[src/design/gals_pkg.sv]
`timescale 1ns / 1ps

package gals_pkg;

  // Pointer width of a head or link word and the mark that ends a chain.
  localparam int unsigned PTR_W = 7;
  localparam logic [PTR_W-1:0] EMPTY_MARK = 7'd127;

  localparam logic [1:0] FUNC_INSERT = 2'd0;
  localparam logic [1:0] FUNC_LIST   = 2'd1;
  localparam logic [1:0] FUNC_DEGREE = 2'd2;

  localparam logic [1:0] STATUS_OK    = 2'd0;
  localparam logic [1:0] STATUS_FULL  = 2'd1;
  localparam logic [1:0] STATUS_EMPTY = 2'd2;

  typedef struct packed {
    logic [1:0] func;
    logic [5:0] source_vertex;
    logic [5:0] target_vertex;
  } req_t;

  typedef struct packed {
    logic [5:0] neighbour;
    logic [6:0] count;
    logic       last;
    logic [1:0] status;
  } res_t;

  // One slot of the edge pool.
  typedef struct packed {
    logic [5:0]       target;
    logic [PTR_W-1:0] link;
  } edge_t;

endpackage

[src/design/gals_ram.sv]
`timescale 1ns / 1ps

module gals_ram #(
  parameter int WIDTH = 8,
  parameter int DEPTH = 64
) (
  input  logic                                    clk_i,
  input  logic                                    we_i,
  input  logic [((DEPTH > 1) ? $clog2(DEPTH) : 1)-1:0] waddr_i,
  input  logic [WIDTH-1:0]                        wdata_i,
  input  logic [((DEPTH > 1) ? $clog2(DEPTH) : 1)-1:0] raddr_i,
  output logic [WIDTH-1:0]                        rdata_o
);

  logic [WIDTH-1:0] mem_q [DEPTH];
  logic [WIDTH-1:0] rdata_q;

  always_ff @(posedge clk_i) begin
    if (we_i) begin
      mem_q[waddr_i] <= wdata_i;
    end
    rdata_q <= mem_q[raddr_i];
  end

  assign rdata_o = rdata_q;

endmodule

[src/design/graph_adjacency_list_store.sv]
`timescale 1ns / 1ps

// Directed graph store in forward-star form. Each vertex has a head word in a
// head memory that points at its newest outgoing edge, and a pool of edge slots
// in a second memory holds each edge's target and a link to the next older edge
// of the same source. A word is accepted when start_i is high and busy_o is low.
// An insert prepends an edge and returns the new edge total, or flags the pool
// full. A list walks the chain and returns one word per neighbour, newest first,
// with a running count and last set on the final one; an empty chain returns one
// word flagged empty. A degree query walks the chain and returns only the count.
// Results appear on res_o for exactly one cycle, marked by res_valid_o, and the
// receiver cannot hold them off. After reset the block sweeps the head memory,
// one entry per cycle, and busy_o stays high until the sweep is done. An insert
// holds busy_o high while it writes (the head is read at the accepting edge,
// both writes follow in the next cycle); a list or degree query holds busy_o
// high until its walk ends, since the walk follows links through the edge
// memory's registered read port. Neither takes a new word before it is done.
// A word that causes no result, or one answered without a memory access, lets
// the next word in on the following cycle.
module graph_adjacency_list_store #(
  parameter int NUM_VERTICES = 64,
  parameter int MAX_EDGES    = 64
) (
  input  logic          clk_i,
  input  logic          rst_ni,
  input  logic          start_i,
  input  gals_pkg::req_t req_i,
  output logic          busy_o,
  output logic          res_valid_o,
  output gals_pkg::res_t res_o
);

  import gals_pkg::*;

  localparam int VW = (NUM_VERTICES > 1) ? $clog2(NUM_VERTICES) : 1;
  localparam int EW = (MAX_EDGES > 1) ? $clog2(MAX_EDGES) : 1;
  localparam logic [PTR_W-1:0] MAX_PTR = PTR_W'(MAX_EDGES);
  localparam logic [VW-1:0] LAST_VTX = VW'(NUM_VERTICES - 1);

  typedef enum logic [2:0] {
    S_CLEAR,
    S_IDLE,
    S_INS,
    S_HEAD,
    S_WALK
  } state_e;

  state_e           state_q;
  logic [VW-1:0]    clr_q;
  logic [1:0]       func_q;
  logic [5:0]       src_q;
  logic [5:0]       tgt_q;
  logic [6:0]       used_q;
  logic [6:0]       n_q;
  logic             res_valid_q;
  res_t             res_q;

  logic             head_we;
  logic [VW-1:0]    head_waddr;
  logic [PTR_W-1:0] head_wdata;
  logic [VW-1:0]    head_raddr;
  logic [PTR_W-1:0] head_rdata;

  logic             edge_we;
  logic [EW-1:0]    edge_waddr;
  edge_t            edge_wdata;
  logic [EW-1:0]    edge_raddr;
  edge_t            edge_rdata;

  logic             accept;
  logic             src_ok;
  logic [6:0]       n_inc;
  logic             walk_fin;

  assign accept   = start_i && (state_q == S_IDLE);
  assign src_ok   = int'(req_i.source_vertex) < NUM_VERTICES;
  assign n_inc    = n_q + 7'd1;
  // The chain ends on a link that names no slot, or once the pool size is reached.
  assign walk_fin = (edge_rdata.link >= MAX_PTR) || (n_inc >= 7'(MAX_EDGES));

  // The head is read on every cycle at the offered vertex, so its word is ready
  // in the cycle after a query or insert is accepted.
  assign head_raddr = VW'(req_i.source_vertex);

  always_comb begin
    head_we    = 1'b0;
    head_waddr = clr_q;
    head_wdata = EMPTY_MARK;
    edge_we    = 1'b0;
    edge_waddr = EW'(used_q);
    edge_wdata = '{target: tgt_q, link: head_rdata};
    edge_raddr = EW'(edge_rdata.link);
    unique case (state_q)
      S_CLEAR: begin
        head_we = 1'b1;
      end
      S_INS: begin
        // New slot takes the old head as its link and becomes the head.
        head_we    = 1'b1;
        head_waddr = VW'(src_q);
        head_wdata = used_q;
        edge_we    = 1'b1;
      end
      S_HEAD: begin
        edge_raddr = EW'(head_rdata);
      end
      default: begin
      end
    endcase
  end

  gals_ram #(
    .WIDTH(PTR_W),
    .DEPTH(NUM_VERTICES)
  ) u_head_ram (
    .clk_i  (clk_i),
    .we_i   (head_we),
    .waddr_i(head_waddr),
    .wdata_i(head_wdata),
    .raddr_i(head_raddr),
    .rdata_o(head_rdata)
  );

  gals_ram #(
    .WIDTH($bits(edge_t)),
    .DEPTH(MAX_EDGES)
  ) u_edge_ram (
    .clk_i  (clk_i),
    .we_i   (edge_we),
    .waddr_i(edge_waddr),
    .wdata_i(edge_wdata),
    .raddr_i(edge_raddr),
    .rdata_o(edge_rdata)
  );

  always_ff @(posedge clk_i or negedge rst_ni) begin
    if (!rst_ni) begin
      state_q     <= S_CLEAR;
      clr_q       <= '0;
      func_q      <= FUNC_INSERT;
      src_q       <= '0;
      tgt_q       <= '0;
      used_q      <= '0;
      n_q         <= '0;
      res_valid_q <= 1'b0;
      res_q       <= '0;
    end else begin
      res_valid_q <= 1'b0;
      unique case (state_q)
        S_CLEAR: begin
          clr_q <= clr_q + VW'(1);
          if (clr_q == LAST_VTX) begin
            state_q <= S_IDLE;
          end
        end
        S_IDLE: begin
          if (accept) begin
            func_q <= req_i.func;
            src_q  <= req_i.source_vertex;
            tgt_q  <= req_i.target_vertex;
            n_q    <= '0;
            case (req_i.func) inside
              FUNC_INSERT: begin
                if (used_q >= 7'(MAX_EDGES)) begin
                  res_valid_q <= 1'b1;
                  res_q       <= '{neighbour: '0, count: used_q, last: 1'b1,
                                   status: STATUS_FULL};
                end else if (!src_ok) begin
                  res_valid_q <= 1'b1;
                  res_q       <= '{neighbour: '0, count: used_q, last: 1'b1,
                                   status: STATUS_OK};
                end else begin
                  state_q <= S_INS;
                end
              end
              FUNC_LIST, FUNC_DEGREE: begin
                if (!src_ok) begin
                  res_valid_q <= 1'b1;
                  res_q       <= '{neighbour: '0, count: '0, last: 1'b1,
                                   status: (req_i.func == FUNC_LIST) ?
                                           STATUS_EMPTY : STATUS_OK};
                end else begin
                  state_q <= S_HEAD;
                end
              end
              default: begin
              end
            endcase
          end
        end
        S_INS: begin
          used_q      <= used_q + 7'd1;
          res_valid_q <= 1'b1;
          res_q       <= '{neighbour: '0, count: used_q + 7'd1, last: 1'b1,
                           status: STATUS_OK};
          state_q     <= S_IDLE;
        end
        S_HEAD: begin
          if (head_rdata >= MAX_PTR) begin
            res_valid_q <= 1'b1;
            res_q       <= '{neighbour: '0, count: '0, last: 1'b1,
                             status: (func_q == FUNC_LIST) ? STATUS_EMPTY : STATUS_OK};
            state_q     <= S_IDLE;
          end else begin
            state_q <= S_WALK;
          end
        end
        S_WALK: begin
          n_q <= n_inc;
          if (func_q == FUNC_LIST) begin
            res_valid_q <= 1'b1;
            res_q       <= '{neighbour: edge_rdata.target, count: n_inc,
                             last: walk_fin, status: STATUS_OK};
          end else if (walk_fin) begin
            res_valid_q <= 1'b1;
            res_q       <= '{neighbour: '0, count: n_inc, last: 1'b1,
                             status: STATUS_OK};
          end
          if (walk_fin) begin
            state_q <= S_IDLE;
          end
        end
        default: begin
          state_q <= S_IDLE;
        end
      endcase
    end
  end

  assign busy_o      = (state_q != S_IDLE);
  assign res_valid_o = res_valid_q;
  assign res_o       = res_q;

endmodule

[config.mk]
export PLATFORM = sky130hd
export DESIGN_NAME = graph_adjacency_list_store
export DESIGN_NICKNAME = d
export VERILOG_FILES = /design/src/design/gals_pkg.sv /design/src/design/gals_ram.sv /design/src/design/graph_adjacency_list_store.sv
export SDC_FILE = /design/constraint.sdc
export NUM_CORES = 2
export LEC_CHECK = 0
export BUFFER_PORTS_ARGS = -buffer_cell sky130_fd_sc_hd__buf_2
export CAP_MARGIN = 15
export CORE_MARGIN = 1.5
export CORE_UTILIZATION = 45
export DETAILED_ROUTE_END_ITERATION = 12
export PLACE_DENSITY_LB_ADDON = 0.25
export SETUP_SLACK_MARGIN = 0.5
export SLEW_MARGIN = 30
export SYNTH_ARGS = -nofsm -noshare
export SYNTH_HDL_FRONTEND = slang
export SYNTH_SLANG_ARGS = --single-unit
[constraint.sdc]
create_clock -name clk_i -period 3.05 [get_ports clk_i]
set_clock_uncertainty 0.1 [all_clocks]
set_input_delay 0.1525 -clock clk_i [delete_from_list [all_inputs] [get_ports clk_i]]
set_output_delay 0.1525 -clock clk_i [all_outputs]
set_load 0.02 [all_outputs]
; Word-level counts from Yosys, hierarchy flattened
; Memories as Yosys holds them, arrays and structs flattened. A register that Yosys moved wholly into a read port is not among the register bits.
; Index checks and enable logic that the tools add are counted.
[op_classes]
n_addsub = 3
order_cmp = 4
eq_ne = 18
muxes = 34
n_reduce_logical = 12
[op_table]
columns = operator, n
row1 = $mux 16, 6
row2 = $pmux 16 s4, 1
row3 = $ge 7x7->1 const B, 4
row4 = $mux 3, 7
row5 = $add 7x1->7 const B, 2
row6 = $mux 7, 2
row7 = $pmux 7 s2, 1
row8 = $mux 1, 12
row9 = $mux 6, 2
row10 = $pmux 3 s4, 1
row11 = $ne 2x2->1 const B, 4
row12 = $add 6x1->6 const B, 1
row13 = $eq 3x2->1 const B, 2
row14 = $eq 6x6->1 const B, 1
row15 = $ne 3x1->1 const B, 2
row16 = $ne 3x3->1 const B, 2
row17 = $reduce_and 6->1, 1
row18 = $reduce_and 5->1, 1
row19 = $eq 2x1->1 const B, 2
row20 = $ne 2x1->1 const B, 2
row21 = $pmux 1 s4, 1
row22 = $reduce_and 2->1, 2
row23 = $reduce_bool 4->1, 1
row24 = $reduce_or 2->1, 2
row25 = other kinds (9), 9
[totals]
reg_bits = 54
ram_bits = 1280
input_bits = 17
out_inout_bits = 18
word_cells = 85
n_memories = 2
[memory_table]
columns = memory, depth, width, rd, rd_clocked_by_memory_dff, wr, line_no
row1 = u_edge_ram.mem_q, 64, 13, 1, 1, 1, gals_ram.sv:15  ; logic [WIDTH-1:0] mem_q [DEPTH];
row2 = u_head_ram.mem_q, 64, 7, 1, 1, 1, gals_ram.sv:15

; Longest topological paths before layout
[depth]
word_depth = 6
depth_mapped = 9
ltp_nobuf = 8

; Cells and area by module
; From an unflattened synthesis, not the netlist that was laid out.
[unflattened]
cells_unflattened = 2540
area_unflattened_um2 = 52868.2
[modules_own_cells]
columns = mod, instances, cells_per_inst, area_per_inst_um2, seq_area_each_um2
row1 = gals_ram (u_edge_ram), 1, 1402, 32344.8, 25244.2
row2 = gals_ram (u_head_ram), 1, 827, 17635.7, 13593.0
row3 = graph_adjacency_list_store, 1, 311, 2887.8, 1351.3

; Least setup slack after synthesis
; No wires, ideal clock.
[synth_timing]
path_type = flip-flop to flip-flop
start = register u_head_ram.rdata_q[0] (netlist: u_head_ram.rdata_o[0]), read port of u_head_ram.mem_q
end = register u_edge_ram.rdata_q[10] (netlist: u_edge_ram.rdata_o[10]), read port of u_edge_ram.mem_q
setup_time_ps = 138
arrival_time_ps = 2508
t_required_ps = 2812
slack_ps = 304
stages_incl_launch_ff = 9
path_buffers = 3
period_less_slack_ps = 2746
path_cell_list = dfxtp_1 -> mux2i_1 -> buf_2 -> clkbuf_1 -> buf_2 -> mux2i_1 -> o22ai_1 -> o41ai_1 -> nand4_1
[synth_via]
elab_chain_cells = 1
[synth_lines]
columns = item, line_no
row1 = start: declaration, gals_ram.sv:16  ; logic [WIDTH-1:0] rdata_q;
row2 = $mux 6, graph_adjacency_list_store.sv:93  ; unique case (state_q)
row3 = end: declaration, gals_ram.sv:16
; No other way between the ends.
; A chain may end at the register's enable or synchronous reset.

; Worst setup path after layout
[layout_timing]
start = register state_q[2]
end = register u_edge_ram.rdata_q[8] (netlist: u_edge_ram.rdata_o[8]), read port of u_edge_ram.mem_q
[layout_via]
elab_chain_cells = 2
[layout_lines]
columns = item, line_no
row1 = start: declaration, graph_adjacency_list_store.sv:48  ; state_e state_q;
row2 = start signal: assignment, graph_adjacency_list_store.sv:138  ; state_q <= S_CLEAR;
row3 = start signal: assignment, graph_adjacency_list_store.sv:153  ; state_q <= S_IDLE;
row4 = start signal: assignment, graph_adjacency_list_store.sv:173  ; state_q <= S_INS;
row5 = $eq 3x2->1, graph_adjacency_list_store.sv:93
row6 = $mux 6, graph_adjacency_list_store.sv:93
; No other way between the ends.

==> metrics.txt <==
post-route clock period utilization 101%; I/O Buffers 34; library cells used by synthesis 50; Setup CP Type reg2reg; Syn Area/Cell 19.1 um^2; Worst-path clk slew 0.06 ns; RR Startpoint state_q[2]$_DFFE_PN0P_; synth top area cells edfxtp_1 (73%), mux2i_1 (8.1%), mux4_2 (6.3%); Synth Flop Type edfxtp_1; VDD IR-drop max 0.000612 V; DRC viols 0; Setup crit start state_q[2]$_DFFE_PN0P_; Layout Area Growth over Synthesis 21.6%; final worst slack -0.0312 ns; I/O Pins 35; CTS tree built; metal2 WL 66300 um; total CTS buffers around 140; minimum clock period approximately 3.1 ns; final net count 3178; Layout Cell Area excl Fill 0.0637 mm^2; area share of the largest cell type after synthesis 73.3%; largest net degree at the start of global routing 66; Post-DP HPWL 79700 um; Final Non-Filler Cells 4793; final wirelength 132000 um; post-place instance area 0.0566 mm^2; antenna violations before repair 1; data required time of the critical path 3.56 ns; first drt pass iteration count 5; uppermost routed layer met4; Leak 0.0224 uW; hold path start req_i[1]; routed wl met3 7320 um; core area between 0.1 and 0.15 mm^2; Syn Nets about 2800; synth warn 0; Startpoint Class register; drt wl/cell 27.5 um; cell with the most instances after synthesis edfxtp_1; Vias/cell 5.82; Tot GR Track Use around 22%; GPL Wtd Cong 0.829; crit-path max FO 15; placed insts 4444; Fmax 0.325 GHz; Clock Tree Buf Depth 3; Async SR Flop Fraction 3.99%; first-pass GRT wire length around 190000 um; failing checks negative setup slack; die height 344 um; share of post-route cells with drive strength above 1 29.9%; Slew @ Worst Pin 0.909 ns; Rows about 130; vias post-DR 27884; Yosys reg bits roughly 1400; pwr dens 865 mW/mm^2; Worst Setup End Kind register; Seq/Total Area, Yosys about three quarters; die width 344 um; Max Slew Vio Count 0; CTS H-tree lvls 4; number of synthesized flops with an enable pin 1280; Post-Synthesis Cells 2751; Clock Latency Late Sink 0.75 ns; clock net sink count 1354; DIE AREA 0.119 mm^2; Hold Violations, Final 0; Root Buffer clkbuf_16; M1 wire length 53500 um; vias in the first global route 28133; top cells by instance count after synthesis edfxtp_1 (1280), mux2i_1 (426), o22ai_1 (209); grt ovf 0; Cell Area, Synth around 0.052 mm^2; fin util 55.0%; Initial Util ~45%; Final Setup Violations 1; DRT iter0 DRCs about 2400; Synth area leader edfxtp_1; HP Class in2reg; Rel. slew slack 39.3%; Worst Path Arrival 3.60 ns; RSZ-0062 raised after global routing true; number of routed nets with antenna violations 0; status finished, violations left; Max Cap Violations 0; # fillers 8690
[stage by stage]
| step | setup WS [ns] | TNS [ns] | power, uW | hold slack, ns |
|---|---|---|---|---|
| global route | -0.0547 | -0.173 | 56800 | 0.0872 |
| floorplan | 0.337 | 0 | 30200 | -0.243 |
| CTS | 0.0355 | 0 | 54700 | 0.00257 |
| finish | -0.0312 | -0.0312 | 55100 | 0.0915 |
| detailed placement | -0.388 | -2.98 | 35500 | 0.259 |
| global placement | -0.730 | -3.11 | 35300 | 0.220 |
[metal layers]
metal	vias up	GRT usage, %
met5	-	0
li1	12081	-
met4	0	8.13
met2	966	37.0
met1	14633	29.2
met3	204	3.17
[worst max-delay path, stage by stage, from the launching register on]
cell	delay, ns
dfrtp_1	0.38
nand3b_1	0.32
buf_6	0.22
mux2i_4	0.18
buf_12	0.18
buf_12	0.12
buf_16	0.15
buf_12	0.18
mux2i_1	0.26
o22ai_2	0.16
o41ai_4	0.56
nand4_1	0.14
[placed cells by master (no fill, tap or decap), types with 10 or more instances in the layout]
cell type / count
buf_12: 43
buf_16: 24
buf_2: 31
buf_4: 256
buf_6: 26
clkbuf_1: 34
clkbuf_16: 148
clkinv_1: 20
clkinv_2: 28
dfrtp_1: 48
dfxtp_1: 13
dlygate4sd3_1: 17
edfxtp_1: 1280
inv_1: 11
mux2_2: 21
mux2i_1: 390
mux2i_2: 23
mux2i_4: 13
mux4_2: 147
nand2_1: 34
nand2_2: 25
nand3_1: 18
nand3b_1: 11
nand4_1: 17
nor2_1: 112
nor2_2: 26
o21ai_0: 19
o22ai_1: 172
o22ai_2: 37
o41ai_2: 39
xnor2_1: 10
[logic make-up (layout without fill, tap and decap cells)]
| family | after synthesis | count (layout) | share of synthesized area [%] |
|---|---|---|---|
| flip-flops | 1354 | 1354 | 76.6 |
| multiplexers | 594 | 594 | 14.9 |
| AO/OA/AOI/OAI | 322 | 322 | 4.13 |
| AND/OR/NAND/NOR | 299 | 299 | 2.56 |
| buffers and inverters | 161 | 678 | 1.39 |
| XOR/XNOR | 16 | 16 | 0.267 |
| adder cells (fa/ha/maj) | 5 | 5 | 0.119 |
| other | 0 | 1 | 0 |
[state kept, by name, indices dropped and copies added, names as in the netlist, 7 cells and up]
| signal | count |
|---|---|
| u_head_ram.rdata_o | 7 |
| u_edge_ram.mem_q | 832 |
| used_q | 7 |
| u_edge_ram.rdata_o | 13 |
| n_q | 7 |
| u_head_ram.mem_q | 448 |
| res_o | 16 |
[timing repair]
item	in CTS	in global routing
hold endpoints to repair	64	39
buffers inserted	37	20
gates resized for setup	183	79
gates cloned	18	5
pin swaps	31	20
setup endpoints to repair	1160	768
hold buffers	16	1
[area by class of cell]
class / instances / area [um^2] / area share (%)
multi-input combinational: 1236 / 12700 / 20.0
clock buffer: 186 / 3850 / 6.04
sequential: 1354 / 40200 / 63.1
clock inverter: 65 / 539 / 0.846
timing repair buffer: 414 / 4470 / 7.01
inverter: 13 / 51.3 / 0.0805
antenna: 1 / 2.50 / 0.00393
tap: 1524 / 1910 / 2.99
[path summary, 6_finish.rpt]
| path | end | slack (ns) | depth (start not counted) |
|---|---|---|---|
| setup / recovery | u_edge_ram.rdata_o[8]$_DFF_P_ | -0.03 | 11 |
| hold / removal | tgt_q[1]$_DFFE_PN0P_ | 0.09 | 3 |
| setup reg to reg | u_edge_ram.rdata_o[8]$_DFF_P_ | -0.03 | 11 |
| hold reg to reg | res_o[2]$_DFFE_PN0P_ | 0.39 | 2 |
| max in group asynchronous | src_q[1]$_DFFE_PN0P_ | 1.78 | 4 |
| min in group asynchronous | res_o[14]$_DFFE_PN0P_ | 0.41 | 3 |
[report_power, final]
| part | total, uW | internal, uW | switching (uW) |
|---|---|---|---|
| registers | 23000 | 22100 | 829 |
| clock network | 16300 | 9470 | 6860 |
| logic | 15900 | 6950 | 8910 |
| total | 55100 | 38500 | 16600 |
No activity file was read; power rests on OpenSTA's default activity.
